File: config.mk
export PLATFORM = sky130hd
export DESIGN_NAME = pli_div
export DESIGN_NICKNAME = d
export VERILOG_FILES = /design/src/hw/rtl/pli_pkg.sv /design/src/hw/rtl/pli_div.sv
export SDC_FILE = /design/constraint.sdc
export NUM_CORES = 1
export LEC_CHECK = 0
export BUFFER_PORTS_ARGS = -buffer_cell sky130_fd_sc_hd__buf_2
export CAP_MARGIN = 20
export CORE_ASPECT_RATIO = 0.75
export CORE_MARGIN = 4
export CORE_UTILIZATION = 45
export DETAILED_ROUTE_END_ITERATION = 10
export PLACE_DENSITY = 0.63
export SYNTH_ARGS = -nofsm -noshare
export SYNTH_HDL_FRONTEND = slang
export SYNTH_SLANG_ARGS = --single-unit
File: constraint.sdc
create_clock -name clk -period 3.1 [get_ports clk]
set_input_delay 0.155 -clock clk [delete_from_list [all_inputs] [get_ports clk]]
set_output_delay 0.155 -clock clk [all_outputs]
set_load 0.05 [all_outputs]
File: src/hw/rtl/pli_pkg.sv
// Shared types, constants and the arctangent table of the phase lag index block.
// No dependencies; every other file imports this package.
package pli_pkg;

  localparam int SAMPLE_BITS  = 16;
  localparam int GUARD_BITS   = 30 - SAMPLE_BITS;
  // Complex working data: every value stays within about 2^31 after doubling.
  localparam int DW           = 34;
  // CORDIC angle accumulator, in 2^-32 turn units.
  localparam int ZW           = 34;
  // Phase CORDIC datapath after the 2^28 prescale.
  localparam int PW           = 64;
  localparam int CORDIC_STEPS = 30;
  localparam logic signed [DW-1:0] TW_X0 = 34'sd652032874;

  typedef struct packed {
    logic signed [SAMPLE_BITS-1:0] sample_a;
    logic signed [SAMPLE_BITS-1:0] sample_b;
    logic                          last;
  } pli_in_t;

  typedef struct packed {
    logic [16:0] pli_q16;
    logic [10:0] positive_count;
    logic [10:0] nonzero_count;
    logic        overflow;
  } pli_out_t;

  typedef struct packed {
    logic signed [DW-1:0] re;
    logic signed [DW-1:0] im;
  } cplx_t;

  typedef enum logic [4:0] {
    S_LOAD, S_PREP, S_PAD,
    S_RV_CHK, S_RV_RD0, S_RV_RD1, S_RV_W0, S_RV_W1,
    S_ST, S_TW, S_TW_WAIT,
    S_B_RD0, S_B_RD1, S_B_MUL, S_B_WP, S_B_WQ,
    S_SC_RD, S_SC_WR,
    S_PH_RD, S_PH_GO, S_PH_WAIT,
    S_DIV, S_DIV_WAIT, S_OUT
  } pli_state_t;

  // atan(2^-i) in units of 2^-32 turn.
  function automatic logic [31:0] atan_turn(input logic [4:0] i);
    logic [31:0] v;
    case (i)
      5'd0:  v = 32'h20000000;
      5'd1:  v = 32'h12E4051E;
      5'd2:  v = 32'h09FB385B;
      5'd3:  v = 32'h051111D4;
      5'd4:  v = 32'h028B0D43;
      5'd5:  v = 32'h0145D7E1;
      5'd6:  v = 32'h00A2F61E;
      5'd7:  v = 32'h00517C55;
      5'd8:  v = 32'h0028BE53;
      5'd9:  v = 32'h00145F2F;
      5'd10: v = 32'h000A2F98;
      5'd11: v = 32'h000517CC;
      5'd12: v = 32'h00028BE6;
      5'd13: v = 32'h000145F3;
      5'd14: v = 32'h0000A2FA;
      5'd15: v = 32'h0000517D;
      5'd16: v = 32'h000028BE;
      5'd17: v = 32'h0000145F;
      5'd18: v = 32'h00000A30;
      5'd19: v = 32'h00000518;
      5'd20: v = 32'h0000028C;
      5'd21: v = 32'h00000146;
      5'd22: v = 32'h000000A3;
      5'd23: v = 32'h00000051;
      5'd24: v = 32'h00000029;
      5'd25: v = 32'h00000014;
      5'd26: v = 32'h0000000A;
      5'd27: v = 32'h00000005;
      5'd28: v = 32'h00000003;
      5'd29: v = 32'h00000001;
      default: v = 32'h00000000;
    endcase
    return v;
  endfunction

endpackage

File: src/hw/rtl/pli_div.sv
// Restoring divider for floor(diff * 65536 / den), one quotient bit per cycle.
// Depends on pli_pkg only through the import convention.
module pli_div import pli_pkg::*; #(
  parameter int CW = 11
) (
  input  logic          clk,
  input  logic          rst_n,
  input  logic          start,
  input  logic [CW-1:0] num,
  input  logic [CW-1:0] den,
  output logic [16:0]   quo,
  output logic          done
);

  localparam int NW = CW + 16;
  localparam int SW = $clog2(NW + 1);

  logic [CW:0]   rem_r;
  logic [NW-1:0] num_r, quo_r;
  logic [SW-1:0] step_r;
  logic          busy_r, done_r;
  logic [CW:0]   rem_s;
  logic          ge;

  always_comb begin
    rem_s = {rem_r[CW-1:0], num_r[NW-1]};
    ge    = rem_s >= {1'b0, den};
  end

  always_ff @(posedge clk) begin
    if (!rst_n) begin
      busy_r <= 1'b0;
      done_r <= 1'b0;
      step_r <= '0;
    end else begin
      done_r <= 1'b0;
      if (start) begin
        busy_r <= 1'b1;
        step_r <= '0;
      end else if (busy_r) begin
        step_r <= step_r + SW'(1);
        if (step_r == SW'(NW - 1)) begin
          busy_r <= 1'b0;
          done_r <= 1'b1;
        end
      end
    end
  end

  always_ff @(posedge clk) begin
    if (start) begin
      rem_r <= '0;
      num_r <= {num, 16'd0};
      quo_r <= '0;
    end else if (busy_r) begin
      rem_r <= ge ? rem_s - {1'b0, den} : rem_s;
      num_r <= {num_r[NW-2:0], 1'b0};
      quo_r <= {quo_r[NW-2:0], ge};
    end
  end

  assign quo  = quo_r[16:0];
  assign done = done_r;

endmodule

Word level (Yosys, flattened, before mapping)
Index checks and enable logic that the tools add are counted.
Widths: inputs -> output; s select.
{"block": "op_classes", "add_sub_neg": 2, "n_shift": 0, "n_mux": 7, "div_mod_pow": 0, "magnitude_cmp": 1, "n_reduce_logical": 3, "n_bitwise": 2, "n_mul": 0, "n_eq_ne": 1}
{"operator": "$mux 27", "n": 2}
{"operator": "$ge 12x11->1", "n": 1}
{"operator": "$mux 11", "n": 1}
{"operator": "$sub 11x11->11", "n": 1}
{"operator": "$add 5x1->5 const B", "n": 1}
{"operator": "$eq 5x5->1 const B", "n": 1}
{"operator": "$mux 1", "n": 4}
{"operator": "$reduce_or 3->1", "n": 1}
{"operator": "$not 1->1", "n": 2}
{"operator": "$reduce_bool 2->1", "n": 1}
{"operator": "$reduce_or 2->1", "n": 1}
{"block": "totals", "ram_bits": 0, "memories": 0, "output_inout_bits": 18, "romBits": 0, "ff_bits": 46, "latch_bits": 0, "elab_cells": 22, "inputBits": 25}

Longest topological paths before layout
{"block": "depth", "word_depth": 4, "ltp_mapped": 11, "mapped_depth_nobuf": 9}

Worst setup path before layout
No wires, ideal clock.
{"block": "synth_timing", "path_kind": "reg-to-reg", "from": "register num_r[26]", "to": "register rem_r[4]", "n_path_buf": 0, "t_arrival_ns": 2.181, "period_less_slack_ns": 2.272, "t_required_ns": 3.009, "slack_ns": 0.828, "stages_incl_launch_ff": 10, "setup_ns": 0.091, "path_cell_list": "edfxtp_1 > inv_1 > ha_1 > fa_1 > nand2b_1 > a21oi_1 > o21a_1 > a221oi_2 > or3_1 > a311oi_1"}
{"block": "synth_via", "elab_chain_cells": 2, "word_cells_on_any_way": 3, "cone_classes": "add/sub (1); order compare (1); mux (1)"}
{"element": "start: declaration", "line_no": "pli_div.sv:19", "rtl": "logic [NW-1:0] num_r, quo_r;"}
{"element": "start signal: assignment", "line_no": "pli_div.sv:53", "rtl": "num_r <= {num, 16'd0};"}
{"element": "start signal: assignment", "line_no": "pli_div.sv:57", "rtl": "num_r <= {num_r[NW-2:0], 1'b0};"}
{"element": "$sub 11x11->11 / $ge 12x11->1 (equally long branches)", "line_no": "pli_div.sv:56, pli_div.sv:27"}
{"element": "$mux 11 (*)", "line_no": "pli_div.sv:56", "rtl": "rem_r <= ge ? rem_s - {1'b0, den} : rem_s;"}
{"element": "end signal: assignment", "line_no": "pli_div.sv:56"}
{"element": "end: declaration", "line_no": "pli_div.sv:18", "rtl": "logic [CW:0] rem_r;"}
Mark *: on every way between the ends. The rest lies on a longest branch, timed or not.
A chain may end at the register's enable or synchronous reset.

Worst setup path in the final report
{"block": "layout_timing", "from": "register num_r[26]", "to": "register rem_r[9]"}
The elaborated chain is that of the path after synthesis.

==> flow_summary_export.csv <==
group,metric,value,unit
outcome,status,"finished clean",
logic_synthesis,ys_async_sr_fraction,0,%
logic_synthesis,ys_types,51,
die,die_area,6830,um2
min_path,hold_start,"rst_n",
logic_synthesis,ys_ff_latch,46,
min_path,hold_path_class,"in -> reg",
clock_tree,max-clock-path-buffers,2,
power_and_ir_drop,p_int,1.02,mW
final_layout,mostFrequentLayoutCells,"buf_2 (42), nor2_1 (37), dfxtp_1 (34)",
grt,grt_pass1_vias,1743,
power_and_ir_drop,totalPowerFinal,1.41,mW
logic_synthesis,netlist_area,2500,um2
grt,antenna_found_initial,0,
placement,io_buffer_count,42,
critical_path,worstPathMaxFanout,8,
critical_path,crit_path_end_kind,"register",
detailed_routing,drt_pass1_iterations,4,
grt,grt_overflow,0,
power_and_ir_drop,clockPowerShare,30.9,%
clock_tree,clkSinkCount,46,
power_and_ir_drop,comb_power_share,21.4,%
logic_synthesis,syn_avg_cell_area,10.0,um2
final_layout,nFillCells,513,
timing,period_share,82.3,%
critical_path,r2r_setup_slack,0.55,ns
critical_path,worstSetupPathType,"reg -> reg",
timing,final_max_slew_viol_count,0,
detailed_routing,drc_errors,0,
power_and_ir_drop,p_sw_share,27.4,%
die,rows,23,
clock_tree,clk_latency,0.29,ns
grt,grt_pass1_wl,8.25,mm
timing,max_freq,392,MHz
grt,grt_start_max_net_pins,49,
logic_synthesis,synthCells,250,
critical_path,rr_worst_depth,9,
clock_tree,cts_resized,0,
timing,finalSetupViolations,0,
die,core,5350,um2
logic_synthesis,yosysSeqAreaShare,41.2,%
clock_tree,cts_root_buf,"clkbuf_8",
critical_path,startpoint_type,"register",
clock_tree,ctsHoldBuffers,0,
timing,rsz0062_at_grt,"no",
critical_path,cp.arrival,2.75,ns
clock_tree,cts_tree,"yes",
critical_path,slowest_delay,0.40,ns
job,drv_cap,0,
die,start_util,46.8,%
logic_synthesis,synth_area_leader_cell,"dfxtp_1",
critical_path,reg2reg_to,"rem_r[9]$_SDFFE_PP0P_",
die,die_x,94.1,um
timing,relSlewSlack,54.0,%
critical_path,crit_chain,"inv_1, ha_1, fa_1, nand2b_1, a21oi_1, o21a_1, a221o_1, o31ai_1, a311oi_1",
final_layout,finalNetCount,328,
timing,finalHoldViolations,0,
critical_path,cp_data_required_time,3.30,ns
clock_tree,h-tree-depth,2,
min_path,hold_depth,2,
logic_synthesis,yosysWarningCount,0,
logic_synthesis,synth_nets,289,
min_path,min_to,"busy_r$_SDFF_PN0_",
clock_tree,path_clk_slew,0.08,ns
detailed_routing,via_count,1876,
placement,hpwl,3.48,mm
placement,finalWeightedCongestion,0.812,
logic_synthesis,synthFlopType,"dfxtp_1",
clock_tree,cts_buffers,5,
critical_path,reg2reg_from,"num_r[26]$_DFFE_PP_",
detailed_routing,final_antenna_net_count,0,
detailed_routing,drtIter0Drc,131,
logic_synthesis,synth_top_area_share,28.0,%
die,fp.dieH,72.6,um
power_and_ir_drop,leakagePower,1.24,nW
critical_path,slowest_stage,"fa_1",
power_and_ir_drop,p_per_area,500,nW/um2
power_and_ir_drop,max-vdd-ir-drop,228,uV
timing,tns,0,ns
detailed_routing,wl_per_cell,13.1,um
timing,clock_skew,0.00444,ns
logic_synthesis,yosys-top-cells-area,"dfxtp_1 (28%), edfxtp_1 (13%), mux2i_1 (8.0%)",
detailed_routing,routed_wl,4.79,mm
final_layout,layout_commonest_cell,"buf_2",
logic_synthesis,synth_edf_count,11,
power_and_ir_drop,p_switching,385,uW
clock_tree,cts_setup_buffers,0,
detailed_routing,vias_per_cell,5.14,
timing,worst_slew_pin_slew,0.689,ns
timing,fin_crit,2.55,ns
final_layout,fin_cells,365,
grt,track_usage,15.1,%
final_layout,drive_above_1_share,23.1,%
power_and_ir_drop,seqPwrFrac,47.7,%
timing,worst_slack,0.549,ns
placement,place_inst,357,
die,io_pins,43,
placement,dp_slack,0.579,ns
final_layout,area_delta_synth_final,12.6,%
final_layout,antennaDiodeCount,0,
## through the flow
step	area, um2	util (%)	hold slack, ns
after floorplan	2500	-	0.283
after global placement	2710	50.6	0.395
after detailed placement	2710	50.6	0.399
after CTS	2820	52.6	0.0934
after global routing	2820	52.6	0.104
final	2820	52.6	0.105
## synthesized netlist by cell type (2+ instances only)
cell      instances
and3_1            2
nand4_1           3
edfxtp_1         11
nand2_1          15
nand3b_1          2
xnor2_1           5
nor2b_1           2
o21ai_0           7
or3_1             2
o21a_1            4
mux2_2           10
a211oi_1          6
or2b_1            2
a21oi_1           6
o31a_1            2
mux2i_1          20
nand3_1           3
clkbuf_8          4
ha_1             13
a311oi_1          4
o41ai_1           2
clkbuf_1          4
buf_6             4
xor2_1            4
nor2_1           37
dfxtp_1          35
inv_1            17
## cell families (layout without fill, tap and decap cells)
| group | count (synthesis) | after routing | share of synthesized area (%) |
|---|---|---|---|
| simple gates | 78 | 78 | 15.1 |
| fa+ha+maj | 14 | 14 | 7.30 |
| xor+xnor | 9 | 9 | 3.15 |
| mux | 30 | 30 | 12.5 |
| compound gates | 44 | 44 | 13.6 |
| flops | 46 | 46 | 41.2 |
| buf+inv | 29 | 69 | 7.15 |
## worst max-delay path by stage
stage                   startpoint                    end  slack (ns)
4_1_cts        num_r[26]$_DFFE_PP_  rem_r[4]$_SDFFE_PP0P_        0.55
3_3_place_gp   num_r[26]$_DFFE_PP_  rem_r[9]$_SDFFE_PP0P_        0.65
3_5_place_dp   num_r[26]$_DFFE_PP_  rem_r[2]$_SDFFE_PP0P_        0.58
6_report       num_r[26]$_DFFE_PP_  rem_r[9]$_SDFFE_PP0P_        0.55
5_1_grt        num_r[26]$_DFFE_PP_  rem_r[4]$_SDFFE_PP0P_        0.33
2_1_floorplan  num_r[26]$_DFFE_PP_  rem_r[4]$_SDFFE_PP0P_        0.83
## worst max-delay path: cells and delay by family (launching register included)
family | cells | cell delay, ns
compound gates | 5 | 1.29
fa+ha+maj | 2 | 0.60
buf+inv | 1 | 0.06
flops | 1 | 0.34
simple gates | 1 | 0.17
## state kept, by name (all words and copies together) (netlist names)
register,cells
done,1
quo_r,17
rem_r,11
step_r,5
num_r,11
busy_r,1
## area by class of cell
| cell class | instances | area, um2 | share of cell area [%] |
|---|---|---|---|
| clock inverters | 2 | 37.5 | 1.33 |
| flip-flops and latches | 46 | 1030 | 36.6 |
| inverters | 17 | 63.8 | 2.26 |
| clock buffers | 6 | 72.6 | 2.58 |
| repair buffers | 44 | 225 | 7.99 |
| multi-input cells | 175 | 1290 | 45.9 |
| well taps | 75 | 93.8 | 3.33 |
## routing by layer
metal	global-route usage (%)	share of wire, %	up-vias
li1	-	-	970
met1	21.6	51	870
met2	22.8	44	32
met3	4.33	4.6	4
met4	3.37	0.50	0
met5	0	0	-
## power groups by stage
stage	Clock, mW	Sequential, mW	Combinational [mW]
finish	0.435	0.672	0.301
global route	0.479	0.676	0.341
CTS	0.449	0.673	0.302
detailed placement	0	0.686	0.301
global placement	0	0.686	0.298
floorplan	0	0.686	0.250
Note: power is estimated with default switching activity, not from simulation.
