$ cat src/hw/rtl/pli_pkg.sv
// Shared types, constants and the arctangent table of the phase lag index block.
// No dependencies; every other file imports this package.
package pli_pkg;

  localparam int SAMPLE_BITS  = 16;
  localparam int GUARD_BITS   = 30 - SAMPLE_BITS;
  // Complex working data: every value stays within about 2^31 after doubling.
  localparam int DW           = 34;
  // CORDIC angle accumulator, in 2^-32 turn units.
  localparam int ZW           = 34;
  // Phase CORDIC datapath after the 2^28 prescale.
  localparam int PW           = 64;
  localparam int CORDIC_STEPS = 30;
  localparam logic signed [DW-1:0] TW_X0 = 34'sd652032874;

  typedef struct packed {
    logic signed [SAMPLE_BITS-1:0] sample_a;
    logic signed [SAMPLE_BITS-1:0] sample_b;
    logic                          last;
  } pli_in_t;

  typedef struct packed {
    logic [16:0] pli_q16;
    logic [10:0] positive_count;
    logic [10:0] nonzero_count;
    logic        overflow;
  } pli_out_t;

  typedef struct packed {
    logic signed [DW-1:0] re;
    logic signed [DW-1:0] im;
  } cplx_t;

  typedef enum logic [4:0] {
    S_LOAD, S_PREP, S_PAD,
    S_RV_CHK, S_RV_RD0, S_RV_RD1, S_RV_W0, S_RV_W1,
    S_ST, S_TW, S_TW_WAIT,
    S_B_RD0, S_B_RD1, S_B_MUL, S_B_WP, S_B_WQ,
    S_SC_RD, S_SC_WR,
    S_PH_RD, S_PH_GO, S_PH_WAIT,
    S_DIV, S_DIV_WAIT, S_OUT
  } pli_state_t;

  // atan(2^-i) in units of 2^-32 turn.
  function automatic logic [31:0] atan_turn(input logic [4:0] i);
    logic [31:0] v;
    case (i)
      5'd0:  v = 32'h20000000;
      5'd1:  v = 32'h12E4051E;
      5'd2:  v = 32'h09FB385B;
      5'd3:  v = 32'h051111D4;
      5'd4:  v = 32'h028B0D43;
      5'd5:  v = 32'h0145D7E1;
      5'd6:  v = 32'h00A2F61E;
      5'd7:  v = 32'h00517C55;
      5'd8:  v = 32'h0028BE53;
      5'd9:  v = 32'h00145F2F;
      5'd10: v = 32'h000A2F98;
      5'd11: v = 32'h000517CC;
      5'd12: v = 32'h00028BE6;
      5'd13: v = 32'h000145F3;
      5'd14: v = 32'h0000A2FA;
      5'd15: v = 32'h0000517D;
      5'd16: v = 32'h000028BE;
      5'd17: v = 32'h0000145F;
      5'd18: v = 32'h00000A30;
      5'd19: v = 32'h00000518;
      5'd20: v = 32'h0000028C;
      5'd21: v = 32'h00000146;
      5'd22: v = 32'h000000A3;
      5'd23: v = 32'h00000051;
      5'd24: v = 32'h00000029;
      5'd25: v = 32'h00000014;
      5'd26: v = 32'h0000000A;
      5'd27: v = 32'h00000005;
      5'd28: v = 32'h00000003;
      5'd29: v = 32'h00000001;
      default: v = 32'h00000000;
    endcase
    return v;
  endfunction

endpackage

$ cat src/hw/rtl/pli_phase.sv
// Iterative CORDIC vectoring unit: the turn angle of one complex point.
// Depends on pli_pkg for widths and the arctangent table.
module pli_phase import pli_pkg::*; (
  input  logic                 clk,
  input  logic                 rst_n,
  input  logic                 start,
  input  logic signed [DW-1:0] x_in,
  input  logic signed [DW-1:0] y_in,
  output logic signed [ZW-1:0] ang,
  output logic                 done
);

  logic signed [PW-1:0] x_r, y_r;
  logic signed [ZW-1:0] z_r, base_r;
  logic                 busy_r, done_r, hold_r;
  logic [4:0]           step_r;
  logic signed [PW-1:0] xs, ys;
  logic signed [ZW-1:0] at_w;

  always_comb begin
    xs   = PW'(x_in) <<< 28;
    ys   = PW'(y_in) <<< 28;
    at_w = signed'({{(ZW-32){1'b0}}, atan_turn(step_r)});
  end

  always_ff @(posedge clk) begin
    if (!rst_n) begin
      busy_r <= 1'b0;
      done_r <= 1'b0;
      step_r <= '0;
    end else begin
      done_r <= 1'b0;
      if (start) begin
        busy_r <= 1'b1;
        step_r <= '0;
      end else if (busy_r) begin
        step_r <= step_r + 5'd1;
        if (step_r == 5'(CORDIC_STEPS - 1)) begin
          busy_r <= 1'b0;
          done_r <= 1'b1;
        end
      end
    end
  end

  always_ff @(posedge clk) begin
    if (start) begin
      z_r    <= '0;
      hold_r <= 1'b0;
      if (y_in == '0 && x_in < 0) begin
        // A point on the negative real axis is exactly half a turn.
        base_r <= ZW'(64'sd2147483648);
        hold_r <= 1'b1;
        x_r    <= xs;
        y_r    <= ys;
      end else if (x_in < 0) begin
        if (y_in >= 0) begin
          x_r    <= ys;
          y_r    <= -xs;
          base_r <= ZW'(64'sd1073741824);
        end else begin
          x_r    <= -ys;
          y_r    <= xs;
          base_r <= -ZW'(64'sd1073741824);
        end
      end else begin
        x_r    <= xs;
        y_r    <= ys;
        base_r <= '0;
      end
    end else if (busy_r && !hold_r && y_r != '0) begin
      if (y_r > 0) begin
        x_r <= x_r + (y_r >>> step_r);
        y_r <= y_r - (x_r >>> step_r);
        z_r <= z_r + at_w;
      end else begin
        x_r <= x_r - (y_r >>> step_r);
        y_r <= y_r + (x_r >>> step_r);
        z_r <= z_r - at_w;
      end
    end
  end

  assign ang  = base_r + z_r;
  assign done = done_r;

endmodule

$ cat config.mk
export PLATFORM = sky130hd
export DESIGN_NAME = pli_phase
export DESIGN_NICKNAME = d
export VERILOG_FILES = /design/src/hw/rtl/pli_pkg.sv /design/src/hw/rtl/pli_phase.sv
export SDC_FILE = /design/constraint.sdc
export NUM_CORES = 1
export LEC_CHECK = 0
export BUFFER_PORTS_ARGS = -buffer_cell sky130_fd_sc_hd__buf_2
export CORE_MARGIN = 2
export CORE_UTILIZATION = 40
export DETAILED_ROUTE_END_ITERATION = 7
export HOLD_SLACK_MARGIN = 0.1
export SYNTH_ARGS = -nofsm -noshare
export SYNTH_HDL_FRONTEND = slang
export SYNTH_SLANG_ARGS = --single-unit
$ cat constraint.sdc
create_clock -name clk -period 8.85 [get_ports clk]
set_clock_uncertainty 0.2 [all_clocks]
set_input_delay 1.3275 -clock clk [delete_from_list [all_inputs] [get_ports clk]]
set_output_delay 1.3275 -clock clk [all_outputs]
set_load 0.01 [all_outputs]
Yosys cells after proc, flatten, opt, wreduce, memory -nomap -nowiden
Memories as Yosys holds them, arrays and structs flattened. A register that Yosys moved wholly into a read port is not among the register bits.
Index checks and enable logic that the tools add are counted.
Storage, ports and cells
  input bits: 71
  memories kept: 1
  bits in read-only memories: 960
  word-level logic and storage cells: 61
  output and inout port bits: 35
  flip-flop bits (word level): 204
Memories
  (name not given): words 32, bits a word 30, rd ports 1, clocked after Yosys merged registers in 1, write ports 0, line pli_pkg.sv:47  | case (i)
Operators by class
  $add $sub $neg: 10
  reductions and logical operators: 10
  shifts and indexed selects: 2
  eq/ne operators: 1
  order comparisons: 3
  muxes and demuxes: 22
  bitwise logic cells: 3
Operators with widths (number)
  64-bit 2-to-1 mux: 12
  64-bit adder: 2
  62-bit negation with 64-bit output: 2
  64-bit by 5-bit >>> shifter with 64-bit output: 2
  64-bit subtractor: 2
  34-bit 2-to-1 mux: 2
  64-bit by 1-bit > comparator with 1-bit output, second input constant: 1
  64-bit nonzero test: 1
  34-bit by 33-bit adder with 34-bit output: 1
  34-bit adder: 1
  34-bit by 1-bit >= comparator with 1-bit output, second input constant: 1
  34-bit zero test: 1
  34-bit by 1-bit less-than comparator with 1-bit output, second input constant: 1
  34-bit by 33-bit subtractor with 34-bit output: 1
  32-bit 2-to-1 mux: 1
  5-bit 2-to-1 mux: 2
  5-bit by 1-bit adder with 5-bit output, second input constant: 1
  5-bit == test, second input constant: 1
  1-bit 2-to-1 mux: 5
  2-bit OR reduction: 2
  1-bit logical AND: 3
  1-bit inverter: 3
  3-bit OR reduction: 1
  2-bit nonzero test: 1
  1-bit zero test: 1

Logic depth before layout (Yosys ltp)
Gate-level depths: netlist of the first run.
  depth after elaboration: 5
  gate-level depth with buffers: 31
  depth with buffers taken out: 25

Worst setup path after synthesis of the first run
OpenSTA, ideal clock, no wires.
  kind: reg2reg
  start point: reg step_r[0]
  end point: reg x_r[59] (data pin)
  arrival: 6.149 ns
  setup time: 0.278 ns
  path buffers: 5
  cell stages (with the launch flop): 28
  data required time: 8.372 ns
  period minus slack after synthesis: 6.627 ns
  path slack: 2.223 ns
  cell sequence: dfxtp_1 buf_2 buf_4 buf_4 buf_2 buf_2 mux4_2 nand2_1 nand4_1 a211oi_1 ha_1 and4_1 nand3_1 or3_1 o21ai_0 xor2_1 ha_1 a21oi_1 o21ai_0 a221o_1 a21oi_1 o21ai_0 a41o_1 o2111ai_1 a21oi_1 or2_2 a2111oi_0 a221oi_1
On the way
  word-level cells in the longest chain between the ends: 5
  elaborated cells between the ends (all ways): 6
  those cells by class: add/sub (2); shift (1); mux (3)
RTL lines
  start: declaration: line pli_phase.sv:16  | logic [4:0] step_r;
  start signal: assignment: line pli_phase.sv:37  | step_r <= step_r + 5'd1;
  64-bit by 5-bit >>> shifter with 64-bit output *: line pli_phase.sv:73, pli_phase.sv:77
  64-bit subtractor or 64-bit adder (tied branches): line pli_phase.sv:77, pli_phase.sv:73
  64-bit 2-to-1 mux *: line pli_phase.sv:72  | if (y_r > 0) begin
  64-bit 2-to-1 mux *: line pli_phase.sv:71  | end else if (busy_r && !hold_r && y_r != '0) begin
  64-bit 2-to-1 mux *: line pli_phase.sv:47  | if (start) begin
  end signal: assignment: line pli_phase.sv:54  | x_r <= xs;
  end signal: assignment: line pli_phase.sv:73  | x_r <= x_r + (y_r >>> step_r);
  end signal: assignment: line pli_phase.sv:77  | x_r <= x_r - (y_r >>> step_r);
  end: declaration: line pli_phase.sv:13  | logic signed [PW-1:0] x_r, y_r;
Every way passes the cells marked *; elsewhere a longest branch is shown, timed or not. The select of a mux whose other input is x is not followed.
A chain may end at the register's enable or synchronous reset.

Final worst setup path of the first run
  start point: reg step_r[1]
  end point: reg y_r[54] (data pin)
On the way
  word-level cells in the longest chain between the ends: 5
  elaborated cells between the ends (all ways): 6
  those cells by class: add/sub (2); shift (1); mux (3)
RTL lines
  64-bit by 5-bit >>> shifter with 64-bit output *: line pli_phase.sv:74, pli_phase.sv:78
  64-bit adder or 64-bit subtractor (tied branches): line pli_phase.sv:78, pli_phase.sv:74
  64-bit 2-to-1 mux *: line pli_phase.sv:72
  64-bit 2-to-1 mux *: line pli_phase.sv:71
  64-bit 2-to-1 mux *: line pli_phase.sv:47
  end signal: assignment: line pli_phase.sv:55  | y_r <= ys;
  end signal: assignment: line pli_phase.sv:74  | y_r <= y_r - (x_r >>> step_r);
  end signal: assignment: line pli_phase.sv:78  | y_r <= y_r + (x_r >>> step_r);
  end: declaration: line pli_phase.sv:13
Marked as above.

==> results.toml, run 1 <==
[status]
outcome = "finished clean"

[power_and_ir_drop]
peakVddDrop_v = 0.000314
p_per_area_nw_per_um2 = 487
p_total_mw = 17.3
power.leakage_nw = 13.5

[synth]
ys_async_sr_fraction_pct = 0
netlist_instances = 4093
ys_ff_latch = 203
yosys_warnings = 0
avgSynthCellArea_um2 = 8.18
synth_top_flop_cell = "edfxtp_1"
ys_seq_area_share_pct = 16.1
synth_edf_count = 132
synthesis.area_um2 = 33500
synth_fp_nets = 4350
synthDistinctLibCells = 101

[clocking]
postCtsHoldBufs = 0
cts_tree = "yes"
numCtsBuffers = 29
cts.path.max_buffers = 3
cts.sinks = 203
path_clk_slew_ps = 70
cts_max_level = 1
root_buffer = "clkbuf_16"
insertion_delay_ps = 620

[die]
num_rows = 106
ios = 106
initial_core_util_pct = 40.2
fp.dieArea_um2 = 86000
die_h_um = 293
die_x_um = 293
core_um2 = 83300

[drt]
detail-route-antenna-nets = 0
first_pass_iters = 6
drc = 0
routed_wl_um = 135000
vias = 33900
via_per_inst = 6.62
wl_per_cell_um = 26.4
drt_iter0_drc = 4536

[timing]
setup_viol = 0
hold_violations = 0
fin_crit_ps = 8440
max_freq_mhz = 118
post-route-period-util_pct = 95.4
finalSetupTns_ps = 0
whs_ps = 272
rsz0062_at_grt = "false"
slew_headroom_pct = 11.6
slew_viol_final = 0
worstMarginPinSlew_ps = 1310

[setup_path]
crit_path_max_fanout = 37
reg2reg_from = "step_r[1]"
crit_path_end_kind = "flop"
r2r_cells = 22
worst-r2r-setup-slack_ps = 410
cp-start-kind = "flop"
crit_start = "step_r[1]"
path_class = "flop to flop"
cp-endpoint = "y_r[54]"
rr_endpoint = "y_r[54]"
required_ps = 8980
critical_path_arrival_ps = 8570

[layout]
area_growth_pct = 6.13
nets = 4265
final_cell_mix = "nand2_1 (450), nor2_1 (326), a21oi_1 (312), o21ai_0 (236), ha_1 (182)"
layout_commonest_cell = "nand2_1"
post-route-util_pct = 42.7
multiInputGateArea_um2 = 26200
drive_gt1_share_pct = 14.0
ff_latch_area_um2 = 5400
nFillCells = 8438
final_cell_area_um2 = 35500

[flow_run]
maxCapViolCount = 0

[placed_design]
io_buffers = 105
postPlaceCellArea_um2 = 34500
gpl.final_weighted_congestion = 1.06
hpwl_um = 104000

[global_routing]
grt_pass1_vias = 31000
antenna_found_initial = 0
grt_max_degree = 130
grt_pass1_wl_um = 202000
grtUsageTotal_pct = 30.3
grt-ovfl-total = 0

[worst_hold_path]
hp-class = "flop to flop"
[cells by family (layout without fill, tap and decap cells)]
kind of cell,count (synthesis),after routing,synth area share (%)
fa+ha+maj,186,186,7.04
compound gates,1243,1243,24.5
simple gates,1313,1313,18.8
buf+inv,396,333,5.74
mux,413,413,19.0
flops,203,203,16.1
other cells,0,3,0
xor+xnor,339,339,8.87
[what timing repair did]
action | CTS | global route
endpoints found under the setup margin | 0 | 8
setup buffers | 0 | 1
resized for setup | 0 | 5
[stage by stage]
stage	instances	setup slack (ps)
final	5113	410
after global routing	5110	23.9
after CTS	5109	436
after detailed placement	5056	519
after global placement	5056	628
after floorplan	4093	2220
[layout make-up]
cell class / count / area share, %
multi-input cells: 3494 / 73.8
flip-flops and latches: 203 / 15.2
well taps: 1080 / 3.80
repair buffers: 185 / 3.47
diodes: 3 / 0.0211
inverters: 95 / 1.01
clock inverters: 11 / 0.271
clock buffers: 42 / 2.41
[critical path, cell delays in order (launching register included)]
cell	delay (ps)
dfxtp_4	780
clkinv_1	600
buf_4	460
mux2_2	340
mux2i_1	490
o211a_1	310
nand4_1	280
nor4b_1	440
nand3_1	310
and4b_1	620
a21oi_1	150
xor2_1	170
ha_1	420
and2_0	360
and3_1	250
inv_1	60
a211oi_1	210
nor2_1	180
o41a_1	440
o21ai_0	600
a31oi_1	210
xor2_1	170
o21ai_0	90
[per-layer routing]
metal,up-vias,GRT usage [%],part of all wire [%]
met5,-,0,0
met4,0,17.5,6.7
li1,15400,-,-
met1,16300,41.5,42
met2,1922,44.3,42
met3,327,6.01,9.8
[worst min path at each step]
stage	start	end	slack, ps	depth (start not counted)
after detailed placement	z_r[11]	z_r[11]	260	2
after floorplan	z_r[26]	z_r[26]	250	2
after global placement	z_r[12]	z_r[12]	260	2
after global routing	z_r[5]	z_r[5]	300	2
after CTS	z_r[11]	z_r[11]	270	2
final	z_r[12]	z_r[12]	270	2
[where the power goes]
group	internal [mW]	switching [mW]
sequential	1.64	0.980
combinational	5.52	7.98
clock	0.697	0.513
total	7.85	9.47
[sequential cells by signal, summed over array words and instances, names as in the netlist]
name,cells
x_r,64
y_r,64
z_r,34
at_w,30
step_r,5
base_r,3
busy_r,1
done,1
hold_r,1
[Yosys cell counts (47+ instances only)]
library cell  number  area [um^2]
a31oi_1           51          319
mux4_2           168         3780
dfxtp_1           71         1420
o21ai_0          236         1180
nor2_1           327         1230
nand2b_1          47          294
inv_1             91          342
a211oi_1          56          420
ha_1             182         2280
o211ai_1          97          728
mux2i_1          148         1480
xor2_1           170         1490
buf_4             55          413
a21o_1           102          766
mux2_2            93         1050
a21oi_1          312         1560
nand2_1          451         1690
nor2b_1           51          319
clkbuf_1         156          586
edfxtp_1         132         3960
nor3_1            71          355
xnor2_1          169         1480
nand3_1           81          405
Power figures use the tool's default switching activity.
==> inputs of run 2 (changes only) <==
BUFFER_PORTS_ARGS = default   (was -buffer_cell sky130_fd_sc_hd__buf_2)
CORE_ASPECT_RATIO = 0.8   (was default)
DONT_BUFFER_PORTS = 1   (was default)
==> run 2 against run 1 <==
Critical path depth up 2. Die area about the same. Hold slack improved by 18 ps. Highest routed layer is now met5. Worst setup slack got worse by 36 ps. Utilization shrank 0.11 points. Sequential power up 8.4%. Critical path type unchanged. Routed wire length rose by 4.9%. Global-route usage grew 1.4 points. Sequential share of layout area is 0.17 points higher. Final cell count shrank 1.3%. Fmax shrank 0.43%.
==> results.toml, run 2 (synthesized netlist as in run 1, its figures left out) <==
[layout]
layout_commonest_cell = "nand2_1"
drive_gt1_share_pct = 12.2
nFillCells = 8457
reg.largest.list = "x_r (64), y_r (64), z_r (34)"
post-route-util_pct = 42.5
multiInputGateArea_um2 = 26200
final_cell_area_um2 = 35100
ff_latch_area_um2 = 5400
final_cell_mix = "nand2_1 (450), nor2_1 (325), a21oi_1 (312), o21ai_0 (236), ha_1 (182)"
area_growth_pct = 4.93
nets = 4177

[status]
outcome = "finished clean"

[drt]
wl_met2_um = 56000
vias = 34100
detail-route-antenna-nets = 0
first_pass_iters = 8
drt-met1-wl_um = 60800
drc = 0
met3_length_um = 18200
wl_per_cell_um = 28.1
routed.top_layer = "met5"
via_per_inst = 6.76
drt_iter0_drc = 4975
routed_wl_um = 142000

[die]
fp.dieArea_um2 = 86000
num_rows = 94
initial_core_util_pct = 40.5
core_um2 = 82600
die_h_um = 263
ios = 106
die_x_um = 327

[global_routing]
grt_pass1_vias = 30600
grt_pass1_wl_um = 209000
grt-ovfl-total = 0
grt_max_degree = 233
grtUsageTotal_pct = 31.7
antenna_found_initial = 3

[placed_design]
dp_slack_ps = 737
postPlaceCellArea_um2 = 34200
gpl.final_weighted_congestion = 1.01
hpwl_um = 109000
io_buffers = 0

[setup_path]
cp-start-kind = "flop"
critical_path_arrival_ps = 8730
reg2reg_from = "step_r[2]"
crit_start = "step_r[2]"
path_class = "flop to flop"
crit_path_max_fanout = 45
required_ps = 9100
crit_path_end_kind = "flop"

[clocking]
root_buffer = "clkbuf_16"
cts_tree = "yes"
postCtsHoldBufs = 0
path_clk_slew_ps = 80
cts_setup_buffers = 0
postCtsResizedCells = 0
insertion_delay_ps = 630
cts.sinks = 203
cts.path.max_buffers = 3
cts_max_level = 1
numCtsBuffers = 27

[timing]
rsz0062_at_grt = "false"
max_freq_mhz = 118
setup_viol = 0
hold_violations = 0
timing.final.ws_setup_ps = 374
finalSetupTns_ps = 0
slew_headroom_pct = 6.53
fin_crit_ps = 8480
worstMarginPinSlew_ps = 1390
post-route-period-util_pct = 95.8
slew_viol_final = 0

[power_and_ir_drop]
p_per_area_nw_per_um2 = 506
peakVddDrop_v = 0.000294
power.leakage_nw = 13.1
p_total_mw = 17.8

[flow_run]
maxCapViolCount = 0

[worst_hold_path]
min_from = "z_r[32]"
hp-class = "flop to flop"
==> run 2: cell count changes in the layout (fill, tap and decap cells not counted), sizes merged <==
cell / before / now
inv: 92 / 95
clkbuf: 42 / 32
diode: 3 / 1
clkinv: 10 / 14
buf: 185 / 99
clkinvlp: 3 / 2
bufinv: 1 / 2
==> run 2: metrics by stage <==
stage          std cells  hold WS, ps
2_1_floorplan       4093          250
3_3_place_gp        4995          270
3_5_place_dp        4995          283
4_1_cts             5045          292
5_1_grt             5045          309
6_report            5046          289
==> run 2: critical path, cell delays in order (launching register included) <==
cell,delay (ps)
dfxtp_4,860
buf_4,420
mux4_2,530
mux2i_1,300
mux2i_1,280
a211oi_1,700
nand3_1,180
nor4b_2,350
nand3_2,320
nor2b_1,530
inv_1,140
o21ai_0,220
xnor2_1,120
ha_1,530
nand2_1,100
nor2_1,220
and3_1,230
inv_1,50
a211oi_1,230
nor2_1,170
o41a_1,440
o21ai_0,550
a31oi_1,200
xor2_1,170
o21ai_0,190
==> run 2: worst paths after layout <==
path	endpoint	slack [ps]	cells past startpoint
setup / recovery	y_r[56]	370	24
hold / removal	z_r[32]	290	2
setup reg to reg	y_r[56]	370	24
hold reg to reg	z_r[32]	290	2
==> run 2: cell type report <==
class | instances | share of cell area [%]
multi-input cells | 3494 | 74.6
flip-flops and latches | 203 | 15.4
well taps | 1104 | 3.93
repair buffers | 99 | 2.33
clock buffers | 32 | 2.19
inverters | 95 | 1.02
clock inverters | 18 | 0.538
diodes | 1 | 0.00712
==> run 2: routing by layer <==
layer	global-route usage [%]	vias to the layer above
li1	-	15200
met5	0	-
met2	43.2	2258
met3	9.07	352
met1	46.1	16300
met4	12.9	6
==> run 2: report_power, final <==
part / switching (mW) / internal, mW
sequential: 1.20 / 1.64
combinational: 8.19 / 5.51
clock: 0.538 / 0.690
